==> config.mk <==
export PLATFORM = sky130hd
export DESIGN_NAME = pse_front
export DESIGN_NICKNAME = d
export VERILOG_FILES = /design/src/rtl/pse_pkg.sv /design/src/rtl/pse_front.sv
export SDC_FILE = /design/constraint.sdc
export NUM_CORES = 1
export LEC_CHECK = 0
export BUFFER_PORTS_ARGS = -buffer_cell sky130_fd_sc_hd__buf_2
export CAP_MARGIN = 20
export CORE_AREA = 2 2 48 50
export DETAILED_ROUTE_END_ITERATION = 6
export DIE_AREA = 0 0 50 52
export PLACE_DENSITY = 0.66
export SLEW_MARGIN = 20
export SYNTH_ARGS = -nofsm -noshare
export SYNTH_HDL_FRONTEND = slang
export SYNTH_SLANG_ARGS = --single-unit
==> constraint.sdc <==
create_clock -name clk -period 3.1 [get_ports clk]
set_input_delay 0.465 -clock clk [delete_from_list [all_inputs] [get_ports clk]]
set_output_delay 0.465 -clock clk [all_outputs]
set_load 0.01 [all_outputs]
==> src/rtl/pse_pkg.sv <==
`default_nettype none

package pse_pkg;

    // Datapath and stack sizing
    localparam int DATA_W      = 32;
    localparam int STACK_DEPTH = 128;
    localparam int ADDR_W      = $clog2(STACK_DEPTH);
    localparam int CNT_W       = $clog2(STACK_DEPTH + 1);
    localparam int DIV_STEP_W  = $clog2(DATA_W + 1);

    // Request queue between front and back
    localparam int QUEUE_DEPTH = 2;
    localparam int QPTR_W      = (QUEUE_DEPTH > 1) ? $clog2(QUEUE_DEPTH) : 1;
    localparam int QCNT_W      = $clog2(QUEUE_DEPTH + 1);

    // ASCII codes
    localparam logic [7:0] CH_ZERO  = 8'h30;
    localparam logic [7:0] CH_NINE  = 8'h39;
    localparam logic [7:0] CH_PLUS  = 8'h2B;
    localparam logic [7:0] CH_MINUS = 8'h2D;
    localparam logic [7:0] CH_STAR  = 8'h2A;
    localparam logic [7:0] CH_SLASH = 8'h2F;

    // Result status codes
    typedef enum logic [2:0] {
        ST_OK        = 3'd0,
        ST_OVERFLOW  = 3'd1,
        ST_UNDERFLOW = 3'd2,
        ST_DIVZERO   = 3'd3,
        ST_UNKNOWN   = 3'd4
    } status_t;

    // Decoded symbol class
    typedef enum logic [2:0] {
        OP_DIGIT,
        OP_ADD,
        OP_SUB,
        OP_MUL,
        OP_DIV,
        OP_UNKNOWN
    } op_kind_t;

    // One classified request as it sits in the queue
    typedef struct packed {
        op_kind_t    kind;
        logic [3:0]  digit;
        logic        last;
    } pse_item_t;

endpackage

`default_nettype wire

==> src/rtl/pse_front.sv <==
`default_nettype none

module pse_front
    import pse_pkg::*;
(
    input  wire logic       clk,
    input  wire logic       rst_n,
    input  wire logic [7:0] symbol,
    input  wire logic       last_symbol,
    input  wire logic       push,
    output logic            full,
    output logic            q_valid,
    output pse_item_t       q_item,
    input  wire logic       q_deq
);

    pse_item_t          q_mem_reg [QUEUE_DEPTH];
    logic [QPTR_W-1:0]  wr_ptr_reg;
    logic [QPTR_W-1:0]  rd_ptr_reg;
    logic [QCNT_W-1:0]  fill_reg;

    pse_item_t          cls_item;
    logic [3:0]         sym_off;
    logic               do_push;
    logic               do_pop;

    // Classify the incoming symbol
    assign sym_off = symbol[3:0] - CH_ZERO[3:0];

    always_comb
    begin
        cls_item.digit = sym_off;
        cls_item.last  = last_symbol;
        if (symbol >= CH_ZERO && symbol <= CH_NINE)
        begin
            cls_item.kind = OP_DIGIT;
        end
        else
        begin
            case (symbol)
                CH_PLUS:  cls_item.kind = OP_ADD;
                CH_MINUS: cls_item.kind = OP_SUB;
                CH_STAR:  cls_item.kind = OP_MUL;
                CH_SLASH: cls_item.kind = OP_DIV;
                default:  cls_item.kind = OP_UNKNOWN;
            endcase
        end
    end

    assign full    = (fill_reg == QCNT_W'(QUEUE_DEPTH));
    assign q_valid = (fill_reg != '0);
    assign q_item  = q_mem_reg[rd_ptr_reg];
    assign do_push = push && !full;
    assign do_pop  = q_deq && q_valid;

    // Queue pointers and fill level
    always_ff @(posedge clk or negedge rst_n)
    begin
        if (!rst_n)
        begin
            wr_ptr_reg <= '0;
            rd_ptr_reg <= '0;
            fill_reg   <= '0;
        end
        else
        begin
            if (do_push)
            begin
                wr_ptr_reg <= (wr_ptr_reg == QPTR_W'(QUEUE_DEPTH - 1)) ?
                              '0 : wr_ptr_reg + QPTR_W'(1);
            end
            if (do_pop)
            begin
                rd_ptr_reg <= (rd_ptr_reg == QPTR_W'(QUEUE_DEPTH - 1)) ?
                              '0 : rd_ptr_reg + QPTR_W'(1);
            end
            if (do_push && !do_pop)
            begin
                fill_reg <= fill_reg + QCNT_W'(1);
            end
            else if (do_pop && !do_push)
            begin
                fill_reg <= fill_reg - QCNT_W'(1);
            end
        end
    end

    // Queue storage
    always_ff @(posedge clk)
    begin
        if (do_push)
        begin
            q_mem_reg[wr_ptr_reg] <= cls_item;
        end
    end

endmodule

`default_nettype wire

==> results of run 1 <==
-- critical path, stage by stage (launching register included) --
cell and delay, ps:
dfrtp_1 580, mux2_2 380, buf_2 140
-- area by class of cell --
class                      count  area, um2  area share [%]
timing repair buffer          23        120            11.5
tap                           28       35.0            3.34
clock inverter                 1       3.75           0.358
clock buffer                   3       22.5            2.15
inverter                       3       11.3            1.07
sequential                    20        581            55.4
multi-input combinational     35        275            26.3
-- per-layer routing --
layer	GRT usage, %	vias to the layer above
met4	6.94	0
li1	-	266
met1	14.4	241
met3	1.72	4
met2	15.8	16
met5	0	-
-- cell usage after synthesis (all sizes together) --
master   number
mux2          8
nand4bb       1
ha            1
nor3b         1
nand2         4
xnor2         3
inv           3
o22ai         1
and3          1
nand4b        1
xor2          2
and4          1
buf           1
o21a          1
nor2          2
or2           1
dfrtp         4
edfxtp       16
o21ai         3
nand2b        3
a21oi         1
-- power breakdown --
part / switching (mW) / total (mW) / internal (mW)
sequential: 0.0500 / 0.421 / 0.371
clock: 0.0703 / 0.117 / 0.0468
combinational: 0.133 / 0.284 / 0.151
-- per-stage QoR --
step | hold slack [ps] | cells | power (mW) | worst slack, ps | util, %
after global placement | 276 | 108 | 0.714 | 1540 | 48.1
final | 363 | 113 | 0.822 | 1240 | 49.8
after global routing | 355 | 113 | 0.873 | 1180 | 49.8
after detailed placement | 280 | 108 | 0.716 | 1560 | 48.1
after CTS | 358 | 113 | 0.834 | 1210 | 49.8
after floorplan | 169 | 59 | 0.625 | 1730 | -
-- cell usage in the layout, fill, tap and decap left out, types with 2 or more instances in the layout --
cell      instances
nand2b_1          3
nor2_1            2
inv_1             3
mux2_2            8
dfrtp_1           4
edfxtp_1         16
o21ai_0           3
xor2_1            2
nand2_1           3
xnor2_1           3
buf_2            22
clkbuf_4          3
-- final timing paths --
| path | start | slack (ps) | endpoint |
|---|---|---|---|
| setup / recovery | rd_ptr_reg | 1240 | q_item[2] |
| hold / removal | last_symbol | 360 | q_mem_reg[0][0] |
| setup reg to reg | fill_reg[0] | 1550 | q_mem_reg[0][6] |
| hold reg to reg | wr_ptr_reg | 500 | wr_ptr_reg |
| max in group asynchronous | rst_n | 2470 | rd_ptr_reg |
| min in group asynchronous | rst_n | 510 | fill_reg[1] |
-- logic make-up after synthesis --
| logic type | count (synthesis) |
|---|---|
| buffers and inverters | 4 |
| muxes | 8 |
| AOI/OAI and AO/OA | 6 |
| xor gates and xnor gates | 5 |
| and+or+nand+nor | 15 |
| DFF | 20 |
| adders and majority gates | 1 |
==> key figures, run 1 <==
Status
  • Status: finished, final reports clean

Clock network
  • # Post-CTS Setup Buffers: 0
  • CTS tree: yes
  • Clock buffer count from CTS: 3
  • Clock tree buffer depth: 2
  • H-tree Lvls: 1
  • Worst-Skew Late Latency: 290 ps
  • Clock sinks: 20
  • CTS resizes: 0
  • Hold Buf Count CTS: 1
  • CTS Root Cell: clkbuf_4
  • Clock slew at reported path FFs: 100 ps

Yosys
  • Post-synth top area cell: edfxtp_1
  • Complex-gate fraction of the synthesized area: 3.87%
  • Largest family of logic cells by synthesized area: simple AND/OR/NAND/NOR gates
  • Mapped Area: 872 um2
  • Avg Inst Size Synth: 14.8 um2
  • Synth Net Count: 73
  • Synth Area in XOR/XNOR: 5.02%
  • Yosys cell types: 22
  • Synth Area in Simple Gates: 10.9%
  • Top cells by area, synth: edfxtp_1 (55%), dfrtp_1 (11%), mux2_2 (10%)
  • Sequential area share after synthesis: 66.6%
  • Ys Warns: 0
  • Synth Area in Adders: 1.43%
  • Yosys reg bits: 20
  • Multiplexer share of the synthesized area: 10.3%
  • Post-Syn Instances: 59
  • Share of the synthesized area in the top cell type: 55.1%

Flow run
  • Max-cap violation count: 0

STA
  • FMAX: 539 MHz
  • RSZ-0062 raised after global routing: false
  • Slew HR: 55.9%
  • Setup TNS Final: 0 ps
  • Crit share post-route: 59.9%
  • Worst Max-Slew Pin Slew: 658 ps
  • Max-slew violation count: 0
  • Setup Skew: 4.02 ps
  • Endpoints failing setup: 0
  • Crit path time final: 1860 ps
  • Hold Fails Final Rpt: 0

Floorplanning
  • Initial Util: 41.4%
  • Die Area: 2600 um2
  • I/O Pins: 23
  • Core Area: 2110 um2
  • Die Span Y: 52 um
  • Row Count: 17
  • Die width: 50 um

Global route
  • GRT Util Overall: 10.7%
  • First-pass GRT wire length: 2010 um
  • Largest net degree at the start of global routing: 12
  • Total gr overflow: 0
  • Vias in the first global route: 471
  • Initial antenna violation count: 0

Routing
  • Drt wl/cell: 10.9 um
  • Met1 Wirelength: 575 um
  • Final wirelength: 1230 um
  • Highest metal used: met4
  • Vias: 527
  • Pre-antenna DRT Iters: 4
  • Met3 routed WL: 65 um
  • DRC viols: 0
  • Met2 routed WL: 549 um
  • Vias/cell: 4.66
  • Routed Antenna Nets: 0
  • DR iter-0 viols: 7

Layout
  • Layout overhead on the synthesized area: 20.2%
  • Max reg flops: 16
  • Diodes inserted: 0
  • Share of layout cells above drive strength 1: 41.2%
  • Fill cell count: 193
  • Nets: 100
  • Fin area: 1050 um2

Worst setup path
  • CP arrival: 1390 ps
  • Worst Path Max Fanout: 9
  • CP Capture Type: primary output
  • Worst setup SP type: flop
  • WS Path Type: reg -> out
  • Worst reg2reg path depth: 3
  • Required time worst endpoint: 2630 ps

Pwr
  • PD cells: 784 nW/um2
  • Peak supply drop: 0.000478 V
  • Leakage: 0.414 nW

Placement
  • Placed cell area: 1010 um2
  • IO Port Bufs: 22
  • GPL Wtd Cong: 0.738
  • DP HPWL: 949 um

Hold path
  • Worst min path class: in -> reg
  • WHS Path Cells: 1
Power figures use the tool's default switching activity.
==> inputs of run 2 (changes only) <==
- ABC_AREA: not set -> 1
- PLACE_DENSITY: 0.66 -> 0.7
- clock period: 3.1 -> 1.6 ns (I/O delays scaled with it)
==> key figures, run 2 <==
Clock network
  • H-tree Lvls: 1 (unchanged)
  • # Post-CTS Setup Buffers: 0 (unchanged)
  • Clock tree buffer depth: 2 (unchanged)
  • CTS tree: yes (unchanged)
  • Worst-Skew Late Latency: 300 ps (was 290 ps)
  • Clock buffer count from CTS: 3 (unchanged)
  • Clock sinks: 20 (unchanged)
  • CTS Root Cell: clkbuf_4 (unchanged)
  • Clock slew at reported path FFs: 110 ps (was 100 ps)

STA
  • FMAX: 685 MHz
  • Endpoints failing setup: 0 (unchanged)
  • Setup Skew: 10.1 ps (was 4.02 ps)
  • RSZ-0062 raised after global routing: false (unchanged)
  • Hold Fails Final Rpt: 0 (unchanged)
  • Max-slew violation count: 0 (unchanged)
  • Slew HR: 84.0% (was 55.9%)
  • WHS: 126 ps (was 363 ps)
  • Crit share post-route: 91.2%
  • Worst Max-Slew Pin Slew: 239 ps (was 658 ps)
  • Crit path time final: 1460 ps

Layout
  • Post-route insts no fill: 147 (was 113)
  • Most frequent cells in the layout: nand2_1 (35), buf_2 (22), edfxtp_1 (16), inv_1 (9), nor2_1 (8) (was buf_2 (22), edfxtp_1 (16), mux2_2 (8), dfrtp_1 (4))
  • Max reg flops: 16 (unchanged)
  • Util after Layout: 53.2% (was 49.8%)
  • Share of layout cells above drive strength 1: 31.9% (was 41.2%)
  • Diodes inserted: 0 (unchanged)
  • Fin area: 1120 um2 (was 1050 um2)
  • Layout overhead on the synthesized area: 26.0% (was 20.2%)
  • Nets: 134 (was 100)
  • Leading cell type in the layout, fill and taps excluded: nand2_1 (was buf_2)

Worst setup path
  • WS Path Type: reg -> reg (was reg -> out)
  • Reg2Reg Setup Slack: 140 ps (was 1550 ps)
  • CP arrival: 1650 ps (was 1390 ps)
  • CP Capture Type: flop (was primary output)
  • Slowest-stage cell, CP: dfrtp_2 (was dfrtp_1)
  • Critical path buffer and inverter count: 1 (unchanged)
  • Largest stage delay on the critical path: 470 ps (was 580 ps)
  • Crit path max-delay family: flip-flops (unchanged)
  • CP Depth: 6 (was 2)
  • CP Cell Sequence: o21ai_4 > inv_1 > ha_4 > a21oi_2 > o21ai_1 > xor2_1 (was mux2_2 > buf_2)
  • Worst setup SP type: flop (unchanged)
  • Worst reg2reg path depth: 6 (was 3)
  • Required time worst endpoint: 1790 ps (was 2630 ps)
  • Worst Path Max Fanout: 4 (was 9)

Pwr
  • Peak supply drop: 0.00110 V (was 0.000478 V)
  • Leakage: 0.530 nW (was 0.414 nW)
  • PD cells: 1610 nW/um2 (was 784 nW/um2)

Yosys
  • Post-synth top area cell: edfxtp_1 (unchanged)
  • Synth Area in Adders: 1.41% (was 1.43%)
  • Yosys cell types: 17 (was 22)
  • Largest family of logic cells by synthesized area: simple AND/OR/NAND/NOR gates (unchanged)
  • Post-Syn Instances: 91 (was 59)
  • Avg Inst Size Synth: 9.78 um2 (was 14.8 um2)
  • Synth Net Count: 105 (was 73)
  • Top cells by area, synth: edfxtp_1 (54%), nand2_1 (15%), dfrtp_1 (11%) (was edfxtp_1 (55%), dfrtp_1 (11%), mux2_2 (10%))
  • Synth Area in XOR/XNOR: 2.95% (was 5.02%)
  • Ys Warns: 0 (unchanged)
  • Yosys reg bits: 20 (unchanged)
  • Most used DFF post-synth: edfxtp_1 (unchanged)
  • Post-synth top cells: nand2_1 (35), edfxtp_1 (16), inv_1 (10) (was edfxtp_1 (16), mux2_2 (8), dfrtp_1 (4))
  • Synth Area in Simple Gates: 21.9% (was 10.9%)
  • Most common cell in the synthesized netlist: nand2_1 (was edfxtp_1)
  • Complex-gate fraction of the synthesized area: 2.81% (was 3.87%)
  • Synth async-reset ratio: 20.0% (unchanged)
  • Share of the synthesized area in the top cell type: 54.0% (was 55.1%)
  • Sequential area share after synthesis: 65.3% (was 66.6%)
  • Post-synth EDFFs: 16 (unchanged)
  • Multiplexer share of the synthesized area: 0% (was 10.3%)
  • Mapped Area: 890 um2 (was 872 um2)

Global route
  • First-pass GRT wire length: 2750 um (was 2010 um)
  • Total gr overflow: 0 (unchanged)
  • GRT Util Overall: 14.7% (was 10.7%)
  • Vias in the first global route: 650 (was 471)
  • Initial antenna violation count: 0 (unchanged)
  • Largest net degree at the start of global routing: 12 (unchanged)

Routing
  • Pre-antenna DRT Iters: 4 (unchanged)
  • DR iter-0 viols: 10 (was 7)
  • Routed Antenna Nets: 0 (unchanged)
  • Final wirelength: 1620 um (was 1230 um)
  • Vias: 682 (was 527)
  • Vias/cell: 4.64 (was 4.66)
  • Drt wl/cell: 11.0 um (was 10.9 um)
  • DRC viols: 0 (unchanged)

Placement
  • IO Port Bufs: 22 (unchanged)
  • Placed Cells: 142 (was 108)
  • Placed cell area: 1040 um2 (was 1010 um2)
  • DP HPWL: 1270 um (was 949 um)
  • GPL Wtd Cong: 0.852 (was 0.738)

Floorplanning
  • Row Count: 17 (unchanged)
  • Die Span Y: 52 um (unchanged)
  • Die Area: 2600 um2 (unchanged)
  • Die width: 50 um (unchanged)
  • Initial Util: 42.2% (was 41.4%)
  • Core Area: 2110 um2 (unchanged)
  • I/O Pins: 23 (unchanged)

Hold path
  • Worst min path class: in -> reg (unchanged)
  • WHS Path Cells: 1 (unchanged)

Flow run
  • Max-cap violation count: 0 (unchanged)

Status
  • Status: finished, final reports clean (unchanged)
run 2: cell count changes after synthesis, moves of 3 or more:
cell / delta
inv_1: +7
mux2_2: -8
nand2_1: +32
nand2b_1: -3
nor2_1: +6
o21ai_0: -3
run 2: routing by layer:
metal / vias up / part of all wire [%] / global-route usage, %
met2: 21 / 51 / 26.1
met1: 309 / 43 / 16.3
met3: 4 / 4.0 / 1.72
met5: - / 0 / 0
li1: 348 / - / -
met4: 0 / 2.2 / 10.2
run 2: per-stage QoR:
| step | power [mW] | setup TNS (ps) | worst slack (ps) |
|---|---|---|---|
| floorplan | 1.21 | 0 | 174 |
| global placement | 1.43 | 0 | 148 |
| detailed placement | 1.47 | -11.8 | -11.8 |
| CTS | 1.76 | 0 | 21.0 |
| global route | 1.94 | 0 | 41.1 |
| finish | 1.80 | 0 | 141 |
run 2: kinds of logic after synthesis:
| family | count (synthesis) |
|---|---|
| DFF | 20 |
| adders and majority gates | 1 |
| buffers and inverters | 13 |
| xor gates and xnor gates | 3 |
| and+or+nand+nor | 49 |
| AOI/OAI and AO/OA | 5 |
run 2: final cells by class:
cell class                      instances  area [um2]
Clock buffer                            4        36.3
Inverter                               12        45.0
Fill cell                             200         985
Timing Repair Buffer                   25         135
Tap cell                               28        35.0
Multi-Input combinational cell         58         287
Sequential cell                        20         583
run 2: where the power goes:
group	internal [mW]	leakage [nW]	switching [mW]
registers	0.723	0.188	0.0947
logic	0.284	0.321	0.411
clock network	0.139	0.0210	0.149
total	1.15	0.530	0.654
run 2: repair_timing:
action | CTS | global route
resized for setup | 1 | 6
hold endpoints to repair | 4 | 0
hold buffers | 1 | 0
pin swaps | 0 | 0
endpoints found under the setup margin | 1 | 5
run 2: worst paths after layout:
| path | startpoint | endpoint |
|---|---|---|
| hold reg to reg | fill_reg[0] | fill_reg[0] |
| hold / removal | last_symbol | q_mem_reg[0][0] |
| max in group asynchronous | rst_n | rd_ptr_reg |
| min in group asynchronous | rst_n | fill_reg[1] |
| setup reg to reg | fill_reg[0] | fill_reg[1] |
| setup / recovery | fill_reg[0] | fill_reg[1] |
==> inputs of run 3 (changes only) <==
- CORE_AREA: 2 2 48 50 -> 2 2 43 55
- DIE_AREA: 0 0 50 52 -> 0 0 45 57
==> key figures, run 3 (synthesis gave the netlist of run 2 again) <==
Status
  • Status: finished, final reports clean (unchanged)

Global route
  • Initial antenna violation count: 0 (unchanged)
  • First-pass GRT wire length: 2520 um (was 2750 um)
  • Largest net degree at the start of global routing: 12 (unchanged)
  • Total gr overflow: 0 (unchanged)
  • Vias in the first global route: 611 (was 650)
  • GRT Util Overall: 13.4% (was 14.7%)

Layout
  • Most frequent cells in the layout: nand2_1 (35), buf_2 (22), edfxtp_1 (16), inv_1 (10), nor2_1 (8) (was nand2_1 (35), buf_2 (22), edfxtp_1 (16), inv_1 (9), nor2_1 (8))
  • Share of layout cells above drive strength 1: 28.6% (was 31.9%)
  • Util after Layout: 52.0% (was 53.2%)
  • Area of the multi-input gates: 263 um2 (was 287 um2)
  • Leading cell type in the layout, fill and taps excluded: nand2_1 (unchanged)
  • Max reg flops: 16 (unchanged)
  • Diodes inserted: 0 (unchanged)
  • Reg area: 582 um2 (was 583 um2)
  • Layout overhead on the synthesized area: 22.2% (was 26.0%)
  • Fill cell count: 197 (was 200)
  • Nets: 134 (unchanged)

Worst setup path
  • WS Path Type: reg -> reg (unchanged)
  • CP Depth: 6 (unchanged)
  • Required time worst endpoint: 1790 ps (about the same)
  • Slowest-stage cell, CP: dfrtp_1 (was dfrtp_2)
  • Worst reg2reg path depth: 6 (unchanged)
  • CP Cell Sequence: o21ai_2 > inv_1 > ha_1 > a21oi_1 > o21ai_1 > xor2_1 (was o21ai_4 > inv_1 > ha_4 > a21oi_2 > o21ai_1 > xor2_1)
  • CP Capture Type: flop (unchanged)
  • Worst setup SP type: flop (unchanged)
  • Worst Path Max Fanout: 4 (unchanged)
  • CP arrival: 1650 ps (about the same)
  • Largest stage delay on the critical path: 440 ps (was 470 ps)
  • Critical path buffer and inverter count: 1 (unchanged)
  • Crit path max-delay family: flip-flops (unchanged)

Placement
  • GPL Wtd Cong: 0.722 (was 0.852)
  • IO Port Bufs: 22 (unchanged)
  • Setup slack at placement: 71.0 ps (was -11.8 ps)
  • DP HPWL: 1180 um (was 1270 um)

Routing
  • Drt wl/cell: 10.6 um (was 11.0 um)
  • Vias: 661 (was 682)
  • Vias/cell: 4.72 (was 4.64)
  • DRC viols: 0 (unchanged)
  • DR iter-0 viols: 11 (was 10)
  • Routed Antenna Nets: 0 (unchanged)
  • Final wirelength: 1480 um (was 1620 um)
  • Pre-antenna DRT Iters: 4 (unchanged)

STA
  • Setup Skew: 4.12 ps (was 10.1 ps)
  • Min setup slack post-route: 135 ps (was 141 ps)
  • Max-slew violation count: 0 (unchanged)
  • Slew HR: 84.7% (was 84.0%)
  • Setup TNS Final: 0 ps (unchanged)
  • WHS: 127 ps (was 126 ps)
  • Crit share post-route: 91.6% (was 91.2%)
  • FMAX: 683 MHz (was 685 MHz)
  • Endpoints failing setup: 0 (unchanged)
  • Worst Max-Slew Pin Slew: 228 ps (was 239 ps)
  • Hold Fails Final Rpt: 0 (unchanged)
  • Crit path time final: 1460 ps (about the same)

Pwr
  • Switching part of the total: 35.4% (was 36.3%)
  • Comb power frac: 36.9% (was 38.6%)
  • PnR Total Power: 1.73 mW (was 1.80 mW)
  • P_sw: 0.611 mW (was 0.654 mW)
  • Peak supply drop: 0.000934 V (was 0.00110 V)
  • PD cells: 1590 nW/um2 (was 1610 nW/um2)
  • Leakage: 0.531 nW (was 0.530 nW)
  • Sequential power share: 46.7% (was 45.4%)
  • Clock share of power: 16.4% (was 16.0%)
  • Int Pwr: 1.11 mW (was 1.15 mW)

Clock network
  • Clock sinks: 20 (unchanged)
  • CTS tree: yes (unchanged)
  • CTS Root Cell: clkbuf_4 (unchanged)
  • H-tree Lvls: 1 (unchanged)
  • Worst-Skew Late Latency: 290 ps (was 300 ps)
  • Clock buffer count from CTS: 3 (unchanged)
  • Clock slew at reported path FFs: 110 ps (about the same)
  • # Post-CTS Setup Buffers: 0 (unchanged)
  • Clock tree buffer depth: 2 (unchanged)

Flow run
  • Max-cap violation count: 0 (unchanged)

Floorplanning
  • Initial Util: 42.5% (was 42.2%)
  • Row Count: 19 (was 17)
  • I/O Pins: 23 (unchanged)
  • Core Area: 2090 um2 (was 2110 um2)
  • Die Span Y: 57 um (was 52 um)
  • Die width: 45 um (was 50 um)
  • Die Area: 2570 um2 (was 2600 um2)

Hold path
  • WHS Path Cells: 1 (unchanged)
  • Worst min path class: in -> reg (unchanged)
[run 3: cell types whose count changed in the layout (fill, tap and decap cells not counted)]
cell     delta
dfrtp_1     +1
inv_1       +1
o21ai_2     +1
a21oi_2     -1
dfrtp_2     -1
a21oi_1     +1
ha_4        -1
o21ai_4     -1
inv_2       -1
ha_1        +1
[run 3: layout make-up]
class	count	area share [%]
Inverter	12	4.14
Multi-Input combinational cell	58	24.2
Clock buffer	4	3.34
Sequential cell	20	53.5
Tap cell	21	2.42
Timing Repair Buffer	25	12.4
[run 3: per-layer routing]
layer / vias to the layer above / track usage, % / part of all wire (%)
met5: - / 0 / 0
met4: 0 / 8.82 / 2.4
met3: 4 / 0.949 / 3.5
met2: 19 / 21.2 / 51
met1: 291 / 17.1 / 43
li1: 347 / - / -
[run 3: through the flow]
stage | area [um2] | instances
finish | 1090 | 140
global route | 1090 | 140
CTS | 1080 | 140
detailed placement | 1040 | 135
global placement | 1040 | 135
floorplan | 890 | 91
[run 3: path summary, 6_finish.rpt]
path | from | endpoint | slack (ps)
max | fill_reg[0] | fill_reg[1] | 140
min | last_symbol | q_mem_reg[0][0] | 130
max reg2reg | fill_reg[0] | fill_reg[1] | 140
min reg2reg | wr_ptr_reg | wr_ptr_reg | 560
max in group asynchronous | rst_n | rd_ptr_reg | 1200
min in group asynchronous | rst_n | fill_reg[0] | 260
[run 3: timing repair]
action	in CTS	in global routing
hold endpoints to repair	4	0
hold buffers	1	0
endpoints found under the setup margin	0	6
resized for setup	0	2
[run 3: power by group through the flow]
stage / Sequential, mW / Combinational (mW) / Clock (mW)
6_report: 0.805 / 0.636 / 0.284
5_1_grt: 0.821 / 0.727 / 0.320
4_1_cts: 0.803 / 0.649 / 0.288
3_5_place_dp: 0.814 / 0.648 / 0
3_3_place_gp: 0.805 / 0.625 / 0
2_1_floorplan: 0.769 / 0.438 / 0
[run 3: worst reg2reg max path, cell delays in order, from the launching register on]
cell and delay (ps):
dfrtp_1 440, o21ai_2 170, inv_1 80, ha_1 320, a21oi_1 110, o21ai_1 90, xor2_1 140
